$ cat src/hdl/iac_pkg.sv
// shared types and constants for the intrusion alarm controller
package iac_pkg;

    localparam int unsigned CfgDataW = 32;
    localparam int unsigned CfgIdxW  = 2;
    localparam int unsigned LongW    = 32;
    localparam int unsigned ShortW   = 16;

    localparam logic [LongW-1:0]  HoldoffReset = 32'd60000;
    localparam logic [LongW-1:0]  SoundReset   = 32'd10000;
    localparam logic [ShortW-1:0] ChirpReset   = 16'd500;
    localparam logic [ShortW-1:0] PollReset    = 16'd1000;

    typedef enum logic [CfgIdxW-1:0] {
        REG_HOLDOFF = 2'd0,
        REG_SOUND   = 2'd1,
        REG_CHIRP   = 2'd2,
        REG_POLL    = 2'd3
    } t_reg_idx;

    typedef enum logic [1:0] {
        ACT_TICK   = 2'd0,
        ACT_TOGGLE = 2'd1,
        ACT_REMOTE = 2'd2
    } t_action;

    typedef enum logic [1:0] {
        CH_IDLE  = 2'd0,
        CH_LAST  = 2'd1,
        CH_GAP   = 2'd2,
        CH_FIRST = 2'd3
    } t_chirp;

    typedef struct packed {
        logic [LongW-1:0]  holdoff_ms;
        logic [LongW-1:0]  sound_ms;
        logic [ShortW-1:0] chirp_ms;
        logic [ShortW-1:0] poll_ms;
    } t_cfg;

    typedef struct packed {
        logic siren_drive;
        logic armed_flag;
        logic sounding_flag;
        logic report_armed;
    } t_result;

endpackage

$ cat src/hdl/intrusion_alarm_controller.sv
// intrusion alarm controller top level
// One input beat is one millisecond tick; the block takes a beat every cycle and its
// result is in the output register in the cycle after. A beat is held off only while
// that register is full and the output side stalls. State update for a tick is one pass
// through the counter and chirp logic, so with no stall the rate is one beat per cycle.
module intrusion_alarm_controller (
    input  logic                         i_clk,
    input  logic                         i_rst_n,
    input  logic                         i_cfg_we,
    input  logic [iac_pkg::CfgIdxW-1:0]  i_cfg_index,
    input  logic [iac_pkg::CfgDataW-1:0] i_cfg_data,
    input  logic                         i_in_valid,
    output logic                         o_in_stall,
    input  logic [1:0]                   i_in_action,
    input  logic                         i_in_remote_value,
    input  logic                         i_in_sensor_level,
    output logic                         o_out_valid,
    input  logic                         i_out_stall,
    output logic                         o_out_siren_drive,
    output logic                         o_out_armed_flag,
    output logic                         o_out_sounding_flag,
    output logic                         o_out_report_armed
);
    import iac_pkg::*;

    t_cfg    cfg;
    t_result result;
    t_result r_result;
    logic    r_out_valid;
    logic    accept;

    assign o_in_stall = r_out_valid && i_out_stall;
    assign accept     = i_in_valid && !o_in_stall;

    iac_cfg u_cfg (
        .i_clk       (i_clk),
        .i_rst_n     (i_rst_n),
        .i_cfg_we    (i_cfg_we),
        .i_cfg_index (i_cfg_index),
        .i_cfg_data  (i_cfg_data),
        .o_cfg       (cfg)
    );

    iac_core u_core (
        .i_clk          (i_clk),
        .i_rst_n        (i_rst_n),
        .i_cfg          (cfg),
        .i_accept       (accept),
        .i_action       (i_in_action),
        .i_remote_value (i_in_remote_value),
        .i_sensor_level (i_in_sensor_level),
        .o_result       (result)
    );

    always_ff @(posedge i_clk) begin
        if (!i_rst_n) begin
            r_out_valid <= 1'b0;
        end else if (!o_in_stall) begin
            r_out_valid <= i_in_valid;
        end
    end

    always_ff @(posedge i_clk) begin
        if (accept) begin
            r_result <= result;
        end
    end

    assign o_out_valid         = r_out_valid;
    assign o_out_siren_drive   = r_result.siren_drive;
    assign o_out_armed_flag    = r_result.armed_flag;
    assign o_out_sounding_flag = r_result.sounding_flag;
    assign o_out_report_armed  = r_result.report_armed;
endmodule

$ cat src/hdl/iac_cfg.sv
// configuration register bank
module iac_cfg (
    input  logic                         i_clk,
    input  logic                         i_rst_n,
    input  logic                         i_cfg_we,
    input  logic [iac_pkg::CfgIdxW-1:0]  i_cfg_index,
    input  logic [iac_pkg::CfgDataW-1:0] i_cfg_data,
    output iac_pkg::t_cfg                o_cfg
);
    import iac_pkg::*;

    t_cfg r_cfg;

    always_ff @(posedge i_clk) begin
        if (!i_rst_n) begin
            r_cfg.holdoff_ms <= HoldoffReset;
            r_cfg.sound_ms   <= SoundReset;
            r_cfg.chirp_ms   <= ChirpReset;
            r_cfg.poll_ms    <= PollReset;
        end else if (i_cfg_we) begin
            case (t_reg_idx'(i_cfg_index))
                REG_HOLDOFF: r_cfg.holdoff_ms <= i_cfg_data;
                REG_SOUND:   r_cfg.sound_ms   <= i_cfg_data;
                REG_CHIRP:   r_cfg.chirp_ms   <= i_cfg_data[ShortW-1:0];
                REG_POLL:    r_cfg.poll_ms    <= i_cfg_data[ShortW-1:0];
                default: ;
            endcase
        end
    end

    assign o_cfg = r_cfg;
endmodule

$ cat src/hdl/iac_core.sv
// alarm state and per-tick update
module iac_core (
    input  logic             i_clk,
    input  logic             i_rst_n,
    input  iac_pkg::t_cfg    i_cfg,
    input  logic             i_accept,
    input  logic [1:0]       i_action,
    input  logic             i_remote_value,
    input  logic             i_sensor_level,
    output iac_pkg::t_result o_result
);
    import iac_pkg::*;

    logic              r_armed, n_armed;
    logic              r_sounding, n_sounding;
    logic [LongW-1:0]  r_since_alert, n_since_alert;
    logic [LongW-1:0]  r_sound_elapsed, n_sound_elapsed;
    logic [ShortW-1:0] r_poll_count, n_poll_count;
    t_chirp            r_chirp_phase, n_chirp_phase;
    logic [ShortW-1:0] r_chirp_timer, n_chirp_timer;
    logic              report;
    logic              chirp_on;

    always_comb begin
        n_armed         = r_armed;
        n_sounding      = r_sounding;
        n_chirp_phase   = r_chirp_phase;
        n_chirp_timer   = r_chirp_timer;
        report          = 1'b0;

        // event
        case (t_action'(i_action))
            ACT_TOGGLE: begin
                n_armed       = !r_armed;
                n_chirp_phase = !r_armed ? CH_LAST : CH_FIRST;
                n_chirp_timer = '0;
                report        = 1'b1;
            end
            ACT_REMOTE: begin
                n_armed       = i_remote_value;
                n_chirp_phase = i_remote_value ? CH_LAST : CH_FIRST;
                n_chirp_timer = '0;
                if (!i_remote_value) begin
                    n_sounding = 1'b0;
                end
                report        = 1'b1;
            end
            default: ;
        endcase

        // saturating counters
        n_since_alert = (r_since_alert == '1) ? r_since_alert : r_since_alert + 1'b1;
        n_sound_elapsed = r_sound_elapsed;
        if (n_sounding && r_sound_elapsed != '1) begin
            n_sound_elapsed = r_sound_elapsed + 1'b1;
        end

        // poll
        n_poll_count = r_poll_count + 1'b1;
        if (n_poll_count >= i_cfg.poll_ms) begin
            n_poll_count = '0;
            if (n_armed && i_sensor_level && !n_sounding
                    && n_since_alert > i_cfg.holdoff_ms) begin
                n_sounding      = 1'b1;
                n_sound_elapsed = '0;
                n_since_alert   = '0;
            end
            if (n_sounding && n_sound_elapsed > i_cfg.sound_ms) begin
                n_sounding = 1'b0;
            end
        end

        // chirp sequencer
        chirp_on = (n_chirp_phase == CH_LAST) || (n_chirp_phase == CH_FIRST);
        if (n_chirp_phase != CH_IDLE) begin
            n_chirp_timer = n_chirp_timer + 1'b1;
            if (n_chirp_timer >= i_cfg.chirp_ms) begin
                n_chirp_timer = '0;
                case (n_chirp_phase)
                    CH_FIRST: n_chirp_phase = CH_GAP;
                    CH_GAP:   n_chirp_phase = CH_LAST;
                    default:  n_chirp_phase = CH_IDLE;
                endcase
            end
        end else begin
            n_chirp_timer = '0;
        end
    end

    always_ff @(posedge i_clk) begin
        if (!i_rst_n) begin
            r_armed         <= 1'b0;
            r_sounding      <= 1'b0;
            r_since_alert   <= '0;
            r_sound_elapsed <= '0;
            r_poll_count    <= '0;
            r_chirp_phase   <= CH_IDLE;
            r_chirp_timer   <= '0;
        end else if (i_accept) begin
            r_armed         <= n_armed;
            r_sounding      <= n_sounding;
            r_since_alert   <= n_since_alert;
            r_sound_elapsed <= n_sound_elapsed;
            r_poll_count    <= n_poll_count;
            r_chirp_phase   <= n_chirp_phase;
            r_chirp_timer   <= n_chirp_timer;
        end
    end

    assign o_result.siren_drive   = n_sounding | chirp_on;
    assign o_result.armed_flag    = n_armed;
    assign o_result.sounding_flag = n_sounding;
    assign o_result.report_armed  = report;
endmodule

$ cat config.mk
export PLATFORM = sky130hd
export DESIGN_NAME = intrusion_alarm_controller
export DESIGN_NICKNAME = d
export VERILOG_FILES = /design/src/hdl/iac_pkg.sv /design/src/hdl/intrusion_alarm_controller.sv /design/src/hdl/iac_cfg.sv /design/src/hdl/iac_core.sv
export SDC_FILE = /design/constraint.sdc
export NUM_CORES = 1
export LEC_CHECK = 0
export BUFFER_PORTS_ARGS = -buffer_cell sky130_fd_sc_hd__clkbuf_2
export CAP_MARGIN = 25
export CORE_UTILIZATION = 45
export CTS_CLUSTER_SIZE = 12
export DETAILED_ROUTE_END_ITERATION = 10
export GPL_ROUTABILITY_DRIVEN = 0
export HOLD_SLACK_MARGIN = 0.06
export PLACE_DENSITY_LB_ADDON = 0.2
export SLEW_MARGIN = 15
export SYNTH_ARGS = -nofsm -noshare
export SYNTH_HDL_FRONTEND = slang
export SYNTH_SLANG_ARGS = --single-unit
$ cat constraint.sdc
create_clock -name i_clk -period 12.9 [get_ports i_clk]
set_clock_uncertainty 0.1 [all_clocks]
set_input_delay 2.58 -clock i_clk [delete_from_list [all_inputs] [get_ports i_clk]]
set_output_delay 2.58 -clock i_clk [all_outputs]
set_load 0.05 [all_outputs]
==> results of run 1 <==
worst max-delay path, stage by stage (launching register included):
cell and delay (ns):
dfxtp_1 0.45, nand4_1 0.21, or4_4 0.49, nor2_1 0.16, o21ai_2 0.11, or3_1 0.52
nor2_1 0.17, xor2_1 0.08, ha_1 0.32, nand4_1 0.14, nor4_1 0.77, a21o_1 0.32
and2_1 0.84, a21oi_1 0.13, ha_1 0.34, nor2b_1 0.13, o211ai_1 0.15, a21oi_1 0.08
a211o_1 0.28, a211oi_1 0.23, nand2_1 0.08, a32oi_1 0.34, or2_2 0.18
Yosys cell counts (8+ instances only):
cell	number
and2_1	8
a21oi_1	143
and3_1	21
a22o_1	22
buf_2	9
xnor2_1	61
or3_1	8
nand3b_1	8
nand2_1	264
nor3_1	23
inv_1	110
a31oi_1	17
o211ai_1	28
nor2_1	140
xor2_1	57
o21ai_0	27
and4_1	9
nand4_1	34
clkbuf_1	52
a21o_1	11
nand2b_1	12
dfxtp_1	197
ha_1	102
nand3_1	57
state kept, by name, summed over array words and instances (netlist names):
name and cells:
u_core.r_armed 1, u_core.r_chirp_phase 2, o_out_valid 1, o_out_armed_flag 1
u_core.r_sound_elapsed 32, u_cfg.o_cfg 96, o_out_sounding_flag 1, u_core.r_chirp_timer 16
u_core.r_poll_count 16, o_out_report_armed 1, u_core.r_sounding 1, o_out_siren_drive 1
u_core.r_since_alert 32
metal layers:
| metal | vias to the layer above | track usage (%) | part of all wire, % |
|---|---|---|---|
| met3 | 27 | 2.590 | 4.2 |
| li1 | 5170 | - | - |
| met4 | 0 | 5.268 | 1.7 |
| met2 | 184 | 34.05 | 44 |
| met5 | - | 0 | 0 |
| met1 | 4524 | 30.76 | 50 |
cells by family after synthesis:
| family | after synthesis |
|---|---|
| AND/OR/NAND/NOR | 616 |
| flip-flops | 201 |
| multiplexers | 3 |
| AO/OA/AOI/OAI | 283 |
| buffers and inverters | 182 |
| adder cells (fa/ha/maj) | 102 |
| XOR/XNOR | 119 |
power by group through the flow:
stage               registers (W)  logic [W]  clock network (W)
CTS                      0.000645   0.000109           0.000694
floorplan                0.000661  0.0000680                  0
global placement         0.000658   0.000107                  0
global route             0.000647   0.000121           0.000721
detailed placement       0.000659   0.000109                  0
finish                   0.000645   0.000109           0.000676
layout by cell type, fill, tap and decap left out, types with 17 or more instances in the layout:
cell       instances
a21oi_1          143
a22o_1            22
a31oi_1           17
and3_1            21
clkbuf_16         25
clkbuf_2          48
dfxtp_1          197
ha_1             102
inv_1            109
nand2_1          264
nand3_1           57
nand4_1           34
nor2_1           139
nor3_1            23
o211ai_1          28
o21ai_0           27
xnor2_1           61
xor2_1            57
area by class of cell:
type,instances,area [um^2]
Clock buffer,36,737.0
Timing Repair Buffer,59,345.3
Sequential cell,201,4064
Clock inverter,7,60.06
Inverter,111,416.7
Fill cell,2477,12410
Tap cell,330,412.9
Multi-Input combinational cell,1123,6955
path summary, 6_finish.rpt:
check	start	endpoint	slack, ns	depth (start not counted)
max	u_core.r_since_alert[8]	o_out_siren_drive	6.13	22
min	u_cfg.o_cfg[53]	u_cfg.o_cfg[53]	0.35	2
max reg2reg	u_core.r_since_alert[8]	o_out_siren_drive	6.13	22
min reg2reg	u_cfg.o_cfg[53]	u_cfg.o_cfg[53]	0.35	2
stage by stage:
step                      worst slack [ns]  hold slack, ns  instances
after floorplan                      6.926          0.3363       1506
after global placement               5.946          0.3430       1821
after detailed placement             5.849          0.3470       1823
after CTS                            6.160          0.3553       1866
after global routing                 5.689          0.3664       1867
final                                6.135          0.3540       1867
==> impl_metrics.env, run 1 <==
export IMPL_status="finished, final reports clean"
export IMPL_hold_viol_final=0
export IMPL_syn2layout_area_growth_pct=10.83
export IMPL_io_buffers=48
export IMPL_cts_sink_count=201
export IMPL_post_cts_resized=0
export IMPL_viasPerCell=5.305
export IMPL_syn_area_per_cell_um2=7.783
export IMPL_ys_seq_area_share_pct=34.67
export IMPL_synth_ff_type="dfxtp_1"
export IMPL_synthXorXnorAreaFrac_pct=8.956
export IMPL_place_area_mm2=0.01218
export IMPL_min_period_ns=6.765
export IMPL_grt_setup_unrepaired="no"
export IMPL_synth_compound_area_share_pct=14.69
export IMPL_die_h_um=163.4
export IMPL_synth_area_top_cells="dfxtp_1, ha_1, nand2_1"
export IMPL_vias=9905
export IMPL_overflow=0
export IMPL_fp_dieW_um=163.4
export IMPL_grt_pass1_wl_um=46640
export IMPL_maxCapViolCount=0
export IMPL_critPathMaxFanout=32
export IMPL_synth_fp_nets=1651
export IMPL_antenna_left=0
export IMPL_switchingPower_w=0.0003462
export IMPL_timing_final_crit_share_pct=52.44
export IMPL_synth_top_family_by_area="simple AND/OR/NAND/NOR gates"
export IMPL_tritoncts="built"
export IMPL_cts_buffer_depth=3
export IMPL_synth_area_leader_cell="dfxtp_1"
export IMPL_clkPwrFrac_pct=47.2
export IMPL_worst_pin_slew_ns=1.023
export IMPL_synth_seq_cells=201
export IMPL_antenna_found_initial=0
export IMPL_path_class="reg -> reg"
export IMPL_firstDrtPassIters=5
export IMPL_clk_latency_ns=0.51
export IMPL_intPower_w=0.001084
export IMPL_fmax_mhz=147.8
export IMPL_rows=58
export IMPL_synth_cell_types=68
export IMPL_synth_top_area_share_pct=33.65
export IMPL_drive_gt1_share_pct=8.198
export IMPL_clkTransAtPathRegs_ns=0.06
export IMPL_synthesis_area_mm2=0.01172
export IMPL_swShare_pct=24.21
export IMPL_async_flop_share_pct=0
export IMPL_seq_power_share_pct=45.1
export IMPL_initial_utilization_pct=46.15
export IMPL_worstHoldPathType="reg -> reg"
export IMPL_combPwrFrac_pct=7.6
export IMPL_syn_inst=1506
export IMPL_pin_count=49
export IMPL_relSlewSlack_pct=31.82
export IMPL_cts_hold_buffers=0
export IMPL_routedWlPerCell_um=15.23
export IMPL_drt_total_wl_um=28440
export IMPL_synth_edff_count=4
export IMPL_power_w=0.001430
export IMPL_numCtsBuffers=24
export IMPL_setup_violations_final=0
export IMPL_core_area_mm2=0.02540
export IMPL_track_usage_pct=21.50
export IMPL_yosys_area_share_adder_pct=10.89
export IMPL_n_antenna_cell=0
export IMPL_nNetsFinal=1665
export IMPL_startpoint_type="flip-flop"
export IMPL_drt_iter0_drc=684
export IMPL_synthSimpleGateAreaFrac_pct=24.40
export IMPL_drc=0
export IMPL_setup_tns_final_ns=0
export IMPL_cts_root_buf="clkbuf_16"
export IMPL_p_leak_nw=5.412
export IMPL_arrival_ns=7.05
export IMPL_yosysWarningCount=0
export IMPL_worstPathRequired_ns=13.18
export IMPL_slew_violations=0
export IMPL_fin_util_pct=51.15
export IMPL_dp_hpwl_um=20440
export IMPL_cp_end_kind="flip-flop"
export IMPL_ir_worst_vdd_uv=99.76
export IMPL_htreeDepth=1
export IMPL_first_global_vias=9150
export IMPL_p_per_area_mw_per_mm2=110.1
export IMPL_synth_mux_area_share_pct=0.2669
export IMPL_die_area_mm2=0.02670
export IMPL_fin_area_mm2=0.01299
export IMPL_postCtsSetupBuffers=0
export IMPL_grt_max_degree=90
Power figures use the tool's default switching activity.
==> inputs of run 2 (changes only) <==
- ABC_AREA: default -> 1
- clock period: 12.9 -> 5.46 ns (I/O delays scaled with it)
==> impl_metrics.env, run 2 <==
export IMPL_hold_slack_ns=0.3576
export IMPL_die_h_um=169.2
export IMPL_drive_gt1_share_pct=7.266
export IMPL_worst_pin_slew_ns=0.9154
export IMPL_viasPerCell=5.148
export IMPL_relSlewSlack_pct=38.83
export IMPL_async_flop_share_pct=0
export IMPL_setup_tns_final_ns=0
export IMPL_critPathMaxFanout=15
export IMPL_grt_pass1_wl_um=53340
export IMPL_track_usage_pct=22.76
export IMPL_synth_top_area_share_pct=31.36
export IMPL_min_period_ns=4.829
export IMPL_synth_edff_count=4
export IMPL_synth_fp_nets=2032
export IMPL_synth_ff_type="dfxtp_1"
export IMPL_setup_violations_final=0
export IMPL_cts_sink_count=201
export IMPL_clk_latency_ns=0.52
export IMPL_syn_area_per_cell_um2=6.664
export IMPL_synthMostInstantiatedCell="nand2_1"
export IMPL_status="finished, final reports clean"
export IMPL_drt_iter0_drc=775
export IMPL_grt_max_degree=97
export IMPL_synthTopCellsByCount="nand2_1, a21oi_1, inv_1"
export IMPL_initial_utilization_pct=46.27
export IMPL_vias=11760
export IMPL_cpPeakStageDelay_ns=0.44
export IMPL_reg2reg_depth=29
export IMPL_htreeDepth=1
export IMPL_overflow=0
export IMPL_rows=60
export IMPL_antenna_found_initial=0
export IMPL_antenna_left=0
export IMPL_final_cell_mix="nand2_1, a21oi_1, inv_1, nor2_1, dfxtp_1"
export IMPL_syn2layout_area_growth_pct=11.10
export IMPL_timing_final_crit_share_pct=88.44
export IMPL_ys_seq_area_share_pct=32.32
export IMPL_cp_end_kind="flip-flop"
export IMPL_core_area_mm2=0.02718
export IMPL_cp_num_buf_inv=4
export IMPL_worstHoldPathCells=2
export IMPL_maxCapViolCount=0
export IMPL_p_leak_nw=5.886
export IMPL_firstDrtPassIters=5
export IMPL_cts_root_buf="clkbuf_16"
export IMPL_largest_reg_flops=96
export IMPL_layout_commonest_cell="nand2_1"
export IMPL_syn_inst=1887
export IMPL_grt_setup_unrepaired="no"
export IMPL_cts_buffer_depth=3
export IMPL_worst_slack_ns=0.6314
export IMPL_synth_seq_cells=201
export IMPL_fin_util_pct=51.41
export IMPL_nNetsFinal=2041
export IMPL_yosysWarningCount=0
export IMPL_routedWlPerCell_um=14.17
export IMPL_slew_violations=0
export IMPL_path_class="reg -> reg"
export IMPL_fmax_mhz=207.1
export IMPL_startpoint_type="flip-flop"
export IMPL_worstHoldPathType="reg -> reg"
export IMPL_synth_area_leader_cell="dfxtp_1"
export IMPL_numCtsBuffers=24
export IMPL_dp_hpwl_um=23660
export IMPL_clkTransAtPathRegs_ns=0.06
export IMPL_synth_cell_types=39
export IMPL_drt_total_wl_um=32380
export IMPL_hold_viol_final=0
export IMPL_place_area_mm2=0.01307
export IMPL_fp_dieW_um=169.2
export IMPL_pin_count=49
export IMPL_first_global_vias=10850
export IMPL_p_per_area_mw_per_mm2=263.7
export IMPL_dp_slack_ns=0.07422
export IMPL_worst_path_stages=29
export IMPL_cpMostUsedCell="nand2_1"
export IMPL_worst_path_max_delay_cell="dfxtp_1"
export IMPL_ir_worst_vdd_uv=215.3
export IMPL_io_buffers=48
export IMPL_n_antenna_cell=0
export IMPL_critPathTopFamily="simple AND/OR/NAND/NOR gates"
export IMPL_die_area_mm2=0.02862
export IMPL_worstPathRequired_ns=5.63
export IMPL_drc=0
export IMPL_arrival_ns=5.00
export IMPL_synth_area_top_cells="dfxtp_1, nand2_1, ha_1"
export IMPL_fin_area_mm2=0.01397
export IMPL_synthesis_area_mm2=0.01257
export IMPL_tritoncts="built"
-- run 2: changes by cell type in the layout (fill, tap and decap cells not counted), sizes merged, moves of 23 or more --
cell / delta
xnor2: -42
inv: +97
nor2: +69
o21ai: +104
nand2: +214
a21oi: +77
nand3: +23
-- run 2: layer usage --
layer / routed length (um) / part of all wire (%) / GRT usage, %
met5: 0 / 0 / 0
met4: 672 / 2.1 / 5.836
met3: 1314 / 4.1 / 2.775
met2: 14880 / 46 / 38.47
met1: 15520 / 48 / 30.63
-- run 2: path summary, 6_finish.rpt --
path	startpoint	slack [ns]	to
max	u_core.r_since_alert[0]	0.63	o_out_siren_drive
min reg2reg	u_cfg.o_cfg[82]	0.36	u_cfg.o_cfg[82]
min	u_cfg.o_cfg[82]	0.36	u_cfg.o_cfg[82]
max reg2reg	u_core.r_since_alert[0]	0.63	o_out_siren_drive
-- run 2: layout make-up --
class / instances / area [um^2]
Fill cell: 2807 / 13210
Sequential cell: 201 / 4064
Clock buffer: 35 / 754.5
Timing Repair Buffer: 64 / 389.1
Clock inverter: 8 / 82.58
Inverter: 212 / 802.0
Multi-Input combinational cell: 1393 / 7413
Tap cell: 372 / 465.4
-- run 2: report_power, final --
part / leakage, nW / switching, W / internal (W)
combinational: 3.83 / 0.000318 / 0.000154
clock: 0.414 / 0.000643 / 0.00101
sequential: 1.64 / 0.0000319 / 0.00153
total: 5.89 / 0.000993 / 0.00269
-- run 2: logic make-up (layout without fill, tap and decap cells) --
logic type                 after synthesis  after routing  share of synthesized area [%]
DFF                                    201            201                          32.32
adders and majority gates              102            102                          10.15
AOI/OAI and AO/OA                      397            397                          16.75
xor gates and xnor gates                67             67                          4.667
and+or+nand+nor                        827            827                          27.02
buffers and inverters                  293            319                          9.094
-- run 2: per-stage QoR --
stage | total power, W | cells
floorplan | 0.001923 | 1887
global placement | 0.002047 | 2240
detailed placement | 0.002058 | 2240
CTS | 0.003716 | 2283
global route | 0.003856 | 2285
finish | 0.003684 | 2285
-- run 2: worst register-to-register path, delay by kind of cell (launching register included) --
family | cells | cell delay, ns
compound gates | 1 | 0.14
xor+xnor | 1 | 0.14
fa+ha+maj | 3 | 0.84
buf+inv | 4 | 0.46
flops | 1 | 0.44
simple gates | 20 | 2.47
-- run 2: timing repair --
item	4_1_cts	5_1_grt
endpoints found under the setup margin	0	3
setup buffers	0	1
hold buffers	0	0
endpoints found under the hold margin	0	0
gates resized for setup	0	7
==> inputs of run 3 (changes only) <==
- ABC_AREA: 1 -> 0
==> impl_metrics.env, run 3 (synthesized netlist as in run 1, its figures left out) <==
export IMPL_status="finished, final reports clean"
export IMPL_cts_hold_buffers=0
export IMPL_worstPathRequired_ns=5.75
export IMPL_numCtsBuffers=24
export IMPL_drive_gt1_share_pct=14.95
export IMPL_dp_hpwl_um=20900
export IMPL_p_leak_nw=5.754
export IMPL_drc=0
export IMPL_drt_total_wl_um=29860
export IMPL_final_cells=1922
export IMPL_startpoint_type="flip-flop"
export IMPL_hold_viol_final=0
export IMPL_core_area_mm2=0.02540
export IMPL_die_h_um=163.4
export IMPL_fmax_mhz=184.7
export IMPL_placed_cells=1857
export IMPL_grt_setup_unrepaired="yes"
export IMPL_n_antenna_cell=0
export IMPL_worstHoldPathCells=2
export IMPL_final_cell_mix="nand2_1, dfxtp_1, a21oi_1, nor2_1, inv_1"
export IMPL_drt_iter0_drc=641
export IMPL_swShare_pct=24.24
export IMPL_overflow=0
export IMPL_rr_startpoint="u_core.r_since_alert[1]"
export IMPL_first_global_vias=9603
export IMPL_syn2layout_area_growth_pct=17.35
export IMPL_htreeDepth=1
export IMPL_hold_slack_ns=0.3526
export IMPL_min_from="u_cfg.o_cfg[19]"
export IMPL_layout_commonest_cell="nand2_1"
export IMPL_grt_pass1_wl_um=47780
export IMPL_intPower_w=0.002560
export IMPL_initial_utilization_pct=46.15
export IMPL_relSlewSlack_pct=47.76
export IMPL_cts_sink_count=201
export IMPL_path_class="reg -> reg"
export IMPL_min_period_ns=5.414
export IMPL_arrival_ns=5.71
export IMPL_cp_end_kind="flip-flop"
export IMPL_clk_latency_ns=0.51
export IMPL_fp_dieW_um=163.4
export IMPL_grt_max_degree=59
export IMPL_largest_reg_flops=96
export IMPL_firstDrtPassIters=4
export IMPL_cts_buffer_depth=3
export IMPL_maxCapViolCount=0
export IMPL_worstHoldPathType="reg -> reg"
export IMPL_viasPerCell=5.384
export IMPL_worst_pin_slew_ns=0.7835
export IMPL_antenna_left=0
export IMPL_clkPwrFrac_pct=46.7
export IMPL_p_per_area_mw_per_mm2=245.7
export IMPL_combPwrFrac_pct=8.2
export IMPL_antenna_found_initial=0
export IMPL_power_w=0.003379
export IMPL_cts_root_buf="clkbuf_16"
export IMPL_pin_count=49
export IMPL_setup_violations_final=0
export IMPL_seq_power_share_pct=45.1
export IMPL_routedWlPerCell_um=15.53
export IMPL_slew_violations=0
export IMPL_vias=10350
export IMPL_rrSetupSlack_ns=0.05
export IMPL_rows=58
export IMPL_io_buffers=48
export IMPL_nNetsFinal=1724
export IMPL_clkTransAtPathRegs_ns=0.06
export IMPL_timing_final_crit_share_pct=99.15
export IMPL_track_usage_pct=21.99
export IMPL_die_area_mm2=0.02670
export IMPL_tritoncts="built"
export IMPL_timing_rr_end="o_out_siren_drive"
export IMPL_critPathMaxFanout=5
export IMPL_reg2reg_depth=23
export IMPL_ir_worst_vdd_uv=222.1
export IMPL_switchingPower_w=0.0008190
export IMPL_whs_endpoint="u_cfg.o_cfg[19]"
==> run 3: what timing repair did <==
action / CTS / global route
buffers inserted: 4 / 20
gates resized for setup: 8 / 78
cloned: 0 / 1
pin swaps: 3 / 56
setup endpoints to repair: 3 / 3
==> run 3: power groups by stage <==
stage | Sequential, W | Clock [W] | Combinational [W]
5_1_grt | 0.00153 | 0.00166 | 0.000308
6_report | 0.00152 | 0.00158 | 0.000277
3_3_place_gp | 0.00155 | 0 | 0.000258
2_1_floorplan | 0.00156 | 0 | 0.000161
4_1_cts | 0.00152 | 0.00161 | 0.000264
3_5_place_dp | 0.00156 | 0 | 0.000262
==> run 3: worst max-delay path by stage <==
stage                             startpoint                end  slack (ns)  cells past startpoint
floorplan           u_core.r_since_alert[12]  o_out_siren_drive       0.006                     26
global placement     u_core.r_since_alert[1]  o_out_siren_drive      -0.004                     26
detailed placement   u_core.r_since_alert[1]  o_out_siren_drive       -0.14                     26
CTS                  u_core.r_since_alert[1]  o_out_siren_drive     0.00006                     26
global route        u_core.r_since_alert[13]  o_out_siren_drive       -0.15                     23
finish               u_core.r_since_alert[1]  o_out_siren_drive        0.05                     23
==> run 3: per-stage QoR <==
step	worst slack (ns)	setup TNS, ns	utilization (%)	cell area, um^2
4_1_cts	0.00005906	0	52.18	13250
6_report	0.04635	0	54.15	13750
3_5_place_dp	-0.1440	-0.2814	48.93	12430
5_1_grt	-0.1460	-0.3015	54.15	13750
2_1_floorplan	0.005892	0	-	11720
3_3_place_gp	-0.003748	-0.003748	48.93	12430
==> run 3: area by class of cell <==
| class | instances | area [um^2] |
|---|---|---|
| clock buffers | 34 | 689.4 |
| clock inverters | 5 | 77.57 |
| fillers | 2463 | 11640 |
| inverters | 111 | 416.7 |
| multi-input cells | 1123 | 7254 |
| flip-flops and latches | 201 | 4080 |
| well taps | 330 | 412.9 |
| repair buffers | 118 | 823.3 |
==> run 3: layer usage <==
layer	up-vias	track usage (%)	share of wire, %	wire, um
met5	-	0	0	0
met4	0	6.117	2.5	757
met3	50	2.489	4.2	1250
met2	217	35.63	45	13490
met1	4807	30.66	48	14360
li1	5274	-	-	-
==> run 3: critical path, stage by stage, from the launching register on <==
cell and delay [ns]:
dfxtp_4 0.37, ha_4 0.15, nand2_2 0.07, or3_4 0.40, nor4b_4 0.40, buf_4 0.20
mux2_4 0.32, ha_4 0.27, nor2b_1 0.13, o211ai_1 0.11, a2111o_1 0.37, o211ai_1 0.10
a21o_1 0.16, and2_4 0.21, clkbuf_16 0.15, nor2_2 0.04, ha_1 0.26, and4_1 0.23
a221oi_2 0.29, nor3_1 0.09, o31ai_1 0.29, nand2_1 0.14, a32oi_2 0.28, or2_4 0.16
